### config.mk
export PLATFORM = sky130hd
export DESIGN_NAME = pst_cell
export DESIGN_NICKNAME = d
export VERILOG_FILES = /design/src/design/pst_pkg.sv /design/src/design/pst_cell.sv
export SDC_FILE = /design/constraint.sdc
export NUM_CORES = 1
export LEC_CHECK = 0
export BUFFER_PORTS_ARGS = -buffer_cell sky130_fd_sc_hd__buf_2
export CAP_MARGIN = 20
export CORE_MARGIN = 2
export CORE_UTILIZATION = 47
export CTS_BUF_LIST = sky130_fd_sc_hd__clkbuf_4
export DETAILED_ROUTE_END_ITERATION = 7
export GPL_ROUTABILITY_DRIVEN = 0
export MAX_ROUTING_LAYER = met4
export PLACE_DENSITY_LB_ADDON = 0.25
export SYNTH_ARGS = -nofsm -noshare
export SYNTH_HDL_FRONTEND = slang
export SYNTH_SLANG_ARGS = --single-unit
### constraint.sdc
create_clock -name clk -period 4.8 [get_ports clk]
set_input_delay 0.24 -clock clk [delete_from_list [all_inputs] [get_ports clk]]
set_output_delay 0.24 -clock clk [all_outputs]
set_load 0.1 [all_outputs]
### src/design/pst_pkg.sv
package pst_pkg;

  localparam int KEY_W = 48;
  localparam int SEQ_W = 32;
  localparam int SLOT_OUT_W = 4;

  typedef enum logic [1:0] {
    SEQ_OLD    = 2'd0,
    SEQ_NEXT   = 2'd1,
    SEQ_FUTURE = 2'd2
  } seq_class_t;

  // query walking down the cell row
  typedef struct packed {
    logic             vld;
    logic [KEY_W-1:0] key;   // {ip, port}
    logic [SEQ_W-1:0] seq;
    logic             hit;
    seq_class_t       hit_cls;
    logic             free;
  } query_t;

  // slot claim broadcast from the row end
  typedef struct packed {
    logic             en;
    logic [KEY_W-1:0] key;
    logic [SEQ_W-1:0] last;
  } claim_t;

  // 33-bit signed compare, last + 1 does not wrap
  function automatic seq_class_t classify(logic [SEQ_W-1:0] seq, logic [SEQ_W-1:0] last);
    logic signed [SEQ_W:0] s;
    logic signed [SEQ_W:0] l;
    logic signed [SEQ_W:0] lp1;
    seq_class_t            c;
    s   = {seq[SEQ_W-1], seq};
    l   = {last[SEQ_W-1], last};
    lp1 = l + {{SEQ_W{1'b0}}, 1'b1};
    if (s <= l) begin
      c = SEQ_OLD;
    end else if (s == lp1) begin
      c = SEQ_NEXT;
    end else begin
      c = SEQ_FUTURE;
    end
    return c;
  endfunction

endpackage

### src/design/pst_cell.sv
module pst_cell #(
  parameter int IDX_W = 4,
  parameter int IDX   = 0
) (
  input  logic                clk,
  input  logic                rst,
  input  pst_pkg::query_t     q_in,
  input  logic [IDX_W-1:0]    hit_idx_in,
  input  logic [IDX_W-1:0]    free_idx_in,
  output pst_pkg::query_t     q_out,
  output logic [IDX_W-1:0]    hit_idx_out,
  output logic [IDX_W-1:0]    free_idx_out,
  input  pst_pkg::claim_t     claim,
  input  logic [IDX_W-1:0]    claim_idx
);
  import pst_pkg::*;

  localparam logic [IDX_W-1:0] MY_IDX = IDX_W'(IDX);

  logic             used;
  logic [KEY_W-1:0] addr;
  logic [SEQ_W-1:0] last;

  seq_class_t cls;
  logic       take_hit;
  logic       take_free;
  query_t     q_next;

  always_comb begin
    cls       = classify(q_in.seq, last);
    take_hit  = q_in.vld && used && (addr == q_in.key) && !q_in.hit;
    take_free = q_in.vld && !used && !q_in.free;
    q_next    = q_in;
    if (take_hit) begin
      q_next.hit     = 1'b1;
      q_next.hit_cls = cls;
    end
    if (take_free) begin
      q_next.free = 1'b1;
    end
  end

  always_ff @(posedge clk) begin
    if (rst) begin
      q_out.vld <= 1'b0;
    end else begin
      q_out <= q_next;
    end
    hit_idx_out  <= take_hit ? MY_IDX : hit_idx_in;
    free_idx_out <= take_free ? MY_IDX : free_idx_in;
  end

  always_ff @(posedge clk) begin
    if (rst) begin
      used <= 1'b0;
    end else if (claim.en && claim_idx == MY_IDX) begin
      used <= 1'b1;
    end
  end

  // a hit updates in place; a claim comes only after a full miss pass
  always_ff @(posedge clk) begin
    if (claim.en && claim_idx == MY_IDX) begin
      addr <= claim.key;
      last <= claim.last;
    end else if (take_hit && cls == SEQ_NEXT) begin
      last <= q_in.seq;
    end
  end

endmodule

======== Word level (Yosys, flattened, before mapping) ========
Index checks and enable logic that the tools add are counted.
word-level totals
  register bits after elaboration ......... 174
  output and inout bits ................... 93
operators by class
  add/sub/neg operators ................... 1
  magnitude comparators ................... 1
  equal/unequal tests ..................... 3
  mux-type cells .......................... 5
  reduce and logical (&&, ||, !) cells .... 12
operators with widths
  kind                                            count
  2-to-1 mux 32 bit                               2
  == test 48 bit                                  1
  adder 32 x 2 -> 33 bit (second input constant)  1
  == test 32 x 33 -> 1 bit                        1
  less-or-equal comparator 32 bit                 1
  logical AND 1 bit                               7
  2-to-1 mux 2 bit                                3
  logical NOT 4 bit                               1
  logical NOT 1 bit                               3
  == test 2 x 1 -> 1 bit (second input constant)  1
  nonzero test 2 bit                              1

======== Longest topological paths before layout ========
Gate-level depths: netlist of the first run.
  depth after elaboration ................. 8
  mapped depth ............................ 10
  mapped depth without buffers ............ 10

======== Worst setup path before layout of the first run ========
OpenSTA, ideal clock, no wires.
  path kind ............................... flip-flop to flip-flop
  start ................................... register last[0]
  end ..................................... register last[0], enable pin
  arrival time ............................ 4.087 ns
  data required time ...................... 4.372 ns
  path slack .............................. 0.285 ns
  stages on the path, launching flop included .. 10
  period minus slack after synthesis ...... 4.515 ns
  cell sequence ........................... edfxtp_1 -> ha_1 -> clkbuf_1 -> and3_2 -> nand2_1 -> o41ai_1 -> nand3_1 -> or4_1 -> or4_4 -> o21bai_1
between the ends
  word-level cells in the longest chain between the ends .. 7
  elaborated cells between the ends (all ways) .. 8
  those cells by class .................... 1 x add/sub; 1 x order compare; 2 x eq/ne; 2 x mux; 2 x reduce/logical
ends and longest elaborated chain
  element                         line            text
  start: declaration              pst_cell.sv:22  logic [SEQ_W-1:0] last;
  start signal: assignment        pst_cell.sv:65  last <= claim.last;
  start signal: assignment        pst_cell.sv:67  last <= q_in.seq;
  adder 32 x 2 -> 33 bit          pst_pkg.sv:38   lp1 = l + {{SEQ_W{1'b0}}, 1'b1};
  == test 32 x 33 -> 1 bit        pst_pkg.sv:41   end else if (s == lp1) begin
  2-to-1 mux 2 bit                pst_pkg.sv:41
  2-to-1 mux 2 bit *              pst_pkg.sv:39   if (s <= l) begin
  == test 2 x 1 -> 1 bit *        pst_cell.sv:66  end else if (take_hit && cls == SEQ_NEXT) begin
  logical AND 1 bit *             pst_cell.sv:66
  nonzero test 2 bit (no line) *  --
Every way passes the cells marked *; elsewhere a longest branch is shown, timed or not.
A chain may end at the register's enable or synchronous reset.

======== Final worst setup path of the first run ========
  start ................................... register last[0]
  end ..................................... register last[4], enable pin
Same word-level chain as after synthesis.

==> results of run 1 <==
[area by class of cell]
cell class | count | area share (%)
antenna | 3 | 0.0634
clock buffer | 18 | 1.14
clock inverter | 14 | 1.19
inverter | 36 | 1.15
multi-input combinational | 355 | 23.9
sequential | 174 | 43.3
tap | 225 | 2.38
timing repair buffer | 455 | 26.9
[registers in the layout, summed over array words and instances (netlist names)]
register	cells
free_idx_out	4
q_out	85
used	1
addr	48
hit_idx_out	4
last	32
[stage by stage]
stage	util (%)	setup slack, ns	hold slack, ns	power, mW
global route	69.1	1.05	0.0257	3.62
global placement	57.1	1.39	0.417	2.56
detailed placement	57.1	1.30	0.419	2.57
CTS	69.1	1.29	0.0122	3.50
finish	69.1	1.28	0.0355	3.50
floorplan	-	0.285	0.312	2.38
[cells by family (layout without fill, tap and decap cells)]
| family | count (synthesis) | count (layout) |
|---|---|---|
| buffers and inverters | 44 | 523 |
| AO/OA/AOI/OAI | 68 | 68 |
| adder cells (fa/ha/maj) | 33 | 33 |
| other | 0 | 3 |
| multiplexers | 34 | 34 |
| flip-flops | 174 | 174 |
| AND/OR/NAND/NOR | 128 | 128 |
| XOR/XNOR | 92 | 92 |
[worst max-delay path, cell delays in order (launching register included)]
cell	delay, ns
edfxtp_1	0.46
ha_1	0.37
and3_2	0.26
nand2_1	0.16
o41ai_1	0.44
nand3_1	0.11
or4_1	0.56
or4_4	0.45
o21bai_2	0.17
buf_4	0.27
[power groups by stage]
stage               sequential, mW  clock, mW  combinational, mW
floorplan                     2.25          0              0.127
global placement              1.80          0              0.761
detailed placement            1.80          0              0.766
CTS                           1.77      0.848              0.885
global route                  1.78      0.910              0.932
finish                        1.77      0.842              0.892
[worst max path at each step]
stage / startpoint / endpoint / slack (ns) / depth (start not counted)
global placement: last[1] / last[14] / 1.39 / 10
global route: last[0] / last[4] / 1.05 / 10
CTS: last[0] / last[4] / 1.29 / 9
floorplan: last[0] / last[0] / 0.29 / 9
finish: last[0] / last[4] / 1.28 / 9
detailed placement: last[0] / last[18] / 1.30 / 10
[per-layer routing]
layer	routed length (um)	part of all wire, %	vias to the layer above
met1	9240	39	3117
met5	0	0	-
met4	527	2.2	0
met3	1430	6.1	41
met2	12300	52	262
li1	-	-	3116
[what timing repair did]
item	4_1_cts	5_1_grt
endpoints found under the hold margin	173	0
endpoints found under the setup margin	0	0
hold buffers	177	0
[cell usage in the layout, fill, tap and decap left out, drive strengths merged, types with 8 or more instances in the layout]
cell type      n
buf          278
dlygate4sd3  177
edfxtp       164
xnor2         50
inv           43
xor2          42
ha            33
mux2          32
nand2         22
nand4         22
a21oi         19
clkbuf        18
nor4          17
nor2b         15
nor2          14
nand3         11
dfxtp         10
o21ai          9
nor3           8
==> results.toml, run 1 <==
[floorplan]
io_pins = 273
initial_utilization_pct = 47.5
die_h_um = 135
core_area_um2 = 17100
num_rows = 48
dieWidth_um = 135
die-area_um2 = 18400

[clock_tree]
cts_buffers = 17
cts_setup_buffers = 0
clock-root-buffer = "clkbuf_4"
clk_path_buf_depth = 2
clk_latency_ns = 0.61
clk_pin_slew_ns = 0.15
cts_tree = "done"
htree_levels = 4
cts-resized-gates = 0
cts_sinks = 174

[placed_design]
dp_cells = 1068
port_buffers = 272
placed_area_um2 = 9780
dpl.hpwl_um = 15600

[global_route]
met3_usage_pct = 5.61
track_usage_pct = 26.1
first_global_vias = 6665
grt_util_met1_pct = 29.3
antenna_found_initial = 3
grt_start_max_net_pins = 55
use_met2_pct = 46.6
busiest_layer = "met2"
grt_remaining_overflow = 0
grt_pass1_wl_um = 34900

[sta]
final_hold_viol_count = 0
final_max_slew_viol_count = 0
skew_ns = 0.0479
setup_viol = 0
min_period_ns = 3.52
relSlewSlack_pct = 38.9
rsz0062_at_grt = "false"
timing.final.crit_share_pct = 73.4
finalSetupTns_ns = 0
timing.fmax_mhz = 284
worstMarginPinSlew_ns = 0.915

[worst_setup_path]
r2r_setup_slack_ns = 1.28
r2r-end = "last[4]"
setup.worst_path.start_class = "register"
path_max_fanout = 16
worstRegToRegCells = 9
end_kind = "register"
path_class = "reg2reg"
crit_arrival_ns = 3.79
rr_startpoint = "last[0]"
required_ns = 5.07

[synth]
yosys.area_share.adder_pct = 5.08
yosys.area.top_type = "edfxtp_1"
ys_types = 52
synth-seq-area-share_pct = 63.1
synth_xor_area_share_pct = 9.92
netlist_instances = 573
syn-cell-area_um2 = 8120
ys_seq_elements = 174
synth-simple-area-share_pct = 9.38
synthMuxAreaShare_pct = 4.68
ys_top_cells_by_area = "edfxtp_1 (61%), xnor2_1 (5.4%), ha_1 (5.1%), xor2_1 (4.5%), mux2_2 (4.4%)"
async_reset_ff_share_pct = 0
synth-main-ff-cell = "edfxtp_1"
synth_top_area_share_pct = 60.6
synth_commonest_cells = "edfxtp_1 (164), xnor2_1 (50), xor2_1 (42), inv_1 (36), ha_1 (33)"
synth_edf_count = 164
avgSynthCellArea_um2 = 14.2
syn_nets = 786
ys.warnings.count = 0
yosysMostFrequentCell = "edfxtp_1"
synth_top_family_by_area = "XOR/XNOR gates"
synth-compound-area-share_pct = 5.59

[routing]
route.vias.total = 6536
drt_iter0_drc = 370
dr.pass1.iters = 5
vias_per_cell = 5.11
wirelength_um = 23500
ant_nets = 0
drc = 0
wl_per_cell_um = 18.4

[worst_hold_path]
worst_hold_path.num_cells = 3
hp-class = "in2reg"
hold_end = "q_out[1]"
hold_start = "q_in[1]"

[power]
seq_power_share_pct = 50.5
combPwrFrac_pct = 25.5
leakage_nw = 4.80
switching_share_pct = 36.1
p_int_mw = 2.24
p_per_area_nw_per_um2 = 296
clockPowerShare_pct = 24.0
ir_drop_v = 0.000200
p_sw_mw = 1.26

[layout]
final_cell_area_um2 = 11800
seq_area_um2 = 5120
fillers = 1187
drive_gt1_share_pct = 34.0
multi_input_area_um2 = 2830
fin_nets = 1252
fin_cells = 1280
syn_to_final_growth_pct = 45.7

[run]
max_cap_viol_count = 0

[run_status]
status = "complete, no violations"
Power figures use the tool's default switching activity.
==> run 2: changes to the inputs <==
==> constraint.sdc (replaced) <==
create_clock -name clk -period 3.05 [get_ports clk]
set_input_delay 0.1525 -clock clk [delete_from_list [all_inputs] [get_ports clk]]
set_output_delay 0.1525 -clock clk [all_outputs]
set_load 0.1 [all_outputs]
==> results.toml, run 2 (synthesized netlist as in run 1, its figures left out) <==
[run_status]
status = "finished, violations left"
violations = "setup timing"

[power]
leakage_nw = 5.23
ir_drop_v = 0.000336
p_per_area_nw_per_um2 = 444
p_total_mw = 5.61

[layout]
fillers = 1102
syn_to_final_growth_pct = 55.5
reg_top3 = "q_out: 85 flops, addr: 48 flops, last: 32 flops"
drive_gt1_share_pct = 39.7
fin_cells = 1344
fin_nets = 1318
mostFrequentLayoutCells = "buf_2 (272), dlygate4sd3_1 (182), edfxtp_1 (164), buf_4 (59), xnor2_1 (48)"
largest_register_ff_count = 85
multi_input_area_um2 = 3040
largest_register = "q_out"
seq_area_um2 = 5120
layout_commonest_cell = "buf_2"

[sta]
timing.fmax_mhz = 306
setup_ws_ns = -0.220
rsz0062_at_grt = "true"
final_max_slew_viol_count = 0
final_hold_viol_count = 0
timing.final.crit_share_pct = 107
worstMarginPinSlew_ns = 0.645
finalSetupTns_ns = -6.68
relSlewSlack_pct = 57.0
skew_ns = 0.0291
min_period_ns = 3.27
setup_viol = 33
worst_hold_slack_ns = 0.135

[routing]
routed.top_layer = "met4"
met1_length_um = 9110
drc = 0
route.vias.total = 7043
dr.pass1.iters = 5
dr_wl_met3_um = 1610
ant_nets = 0
dr_wl_met2_um = 13100
drt_iter0_drc = 371
wirelength_um = 24800
wl_per_cell_um = 18.4
vias_per_cell = 5.24

[worst_setup_path]
path_delay_family = "simple AND/OR/NAND/NOR gates"
path_class = "reg2reg"
cp_slowest_stage_delay_ns = 0.54
crit_chain = "buf_6 -> and4_4 -> buf_4 -> nand3_1 -> a211oi_1 -> a31o_1 -> nand3_1 -> or4_4 -> or4_4 -> o21bai_4 -> buf_12"
path_max_fanout = 15
crit_arrival_ns = 3.59
worstRegToRegCells = 11
r2r_setup_slack_ns = -0.22
end_kind = "register"
setup.worst_path.start_class = "register"
rr_startpoint = "last[0]"
r2r-end = "last[27]"
required_ns = 3.37
worst-path-buf-inv = 3
cp_slowest_cell = "or4_4"
cp-startpoint = "last[0]"

[clock_tree]
htree_levels = 4
cts_sinks = 174
clk_pin_slew_ns = 0.17
clk_latency_ns = 0.61
clk_path_buf_depth = 2
cts_tree = "done"
cts_buffers = 17
clock-root-buffer = "clkbuf_4"

[floorplan]
io_pins = 273
initial_utilization_pct = 47.5
die-area_um2 = 18400
core_area_um2 = 17100
dieWidth_um = 135
num_rows = 48
die_h_um = 135

[worst_hold_path]
hold_end = "hit_idx_out[2]"
hold_start = "q_in[84]"
worst_hold_path.num_cells = 5
hp-class = "in2reg"

[run]
max_cap_viol_count = 0

[global_route]
first_global_vias = 7301
antenna_found_initial = 1
grt_remaining_overflow = 0
track_usage_pct = 27.9
grt_pass1_wl_um = 37400
grt_start_max_net_pins = 85

[placed_design]
place_ws_ns = -0.201
dpl.hpwl_um = 16000
port_buffers = 272
dp_cells = 1124
-- run 2: changes by cell type in the layout (fill, tap and decap cells not counted), sizes merged --
cell / delta
clkbuf: -1
clkinv: +2
dlygate4sd3: +5
buf: +61
diode: -2
clkinvlp: -1
-- run 2: through the flow --
stage          utilization, %  instance area (um2)
2_1_floorplan               -                 8200
3_3_place_gp             60.2                10300
3_5_place_dp             60.2                10300
4_1_cts                  72.7                12400
5_1_grt                  73.8                12600
6_report                 73.8                12600
-- run 2: per-layer routing --
metal,vias up,global-route usage [%]
li1,3247,-
met1,3407,29.3
met2,319,50.6
met3,70,5.57
met4,0,12.3
met5,-,-
-- run 2: repair_timing --
item	4_1_cts	5_1_grt
endpoints found under the hold margin	174	0
pin swaps	0	2
buffers inserted	2	3
endpoints found under the setup margin	33	34
hold buffers	182	0
gates resized for setup	3	28
gates cloned	0	0
-- run 2: layout make-up --
class                   count  area share (%)
flip-flops and latches    174            40.6
multi-input cells         355            24.1
clock inverters            15            1.33
repair buffers            521            29.7
well taps                 225            2.23
diodes                      1          0.0198
clock buffers              17            1.01
inverters                  36            1.08
-- run 2: worst max path at each step --
| stage | cells after the start | slack, ns | to |
|---|---|---|---|
| 4_1_cts | 11 | -0.17 | last[2] |
| 5_1_grt | 11 | -0.32 | last[19] |
| 3_5_place_dp | 10 | -0.20 | last[16] |
| 6_report | 11 | -0.22 | last[27] |
| 2_1_floorplan | 10 | -0.26 | last[0] |
| 3_3_place_gp | 10 | -0.10 | last[16] |
-- run 2: worst reg2reg max path: stages, from the launching register on --
cell and delay, ns:
edfxtp_1 0.52, buf_6 0.15, and4_4 0.28, buf_4 0.12
nand3_1 0.08, a211oi_1 0.20, a31o_1 0.17, nand3_1 0.06
or4_4 0.54, or4_4 0.45, o21bai_4 0.22, buf_12 0.18
-- run 2: power breakdown --
| group | switching (mW) | internal [mW] |
|---|---|---|
| clock | 0.979 | 0.382 |
| combinational | 1.02 | 0.442 |
| sequential | 0.0428 | 2.74 |
| total | 2.04 | 3.56 |
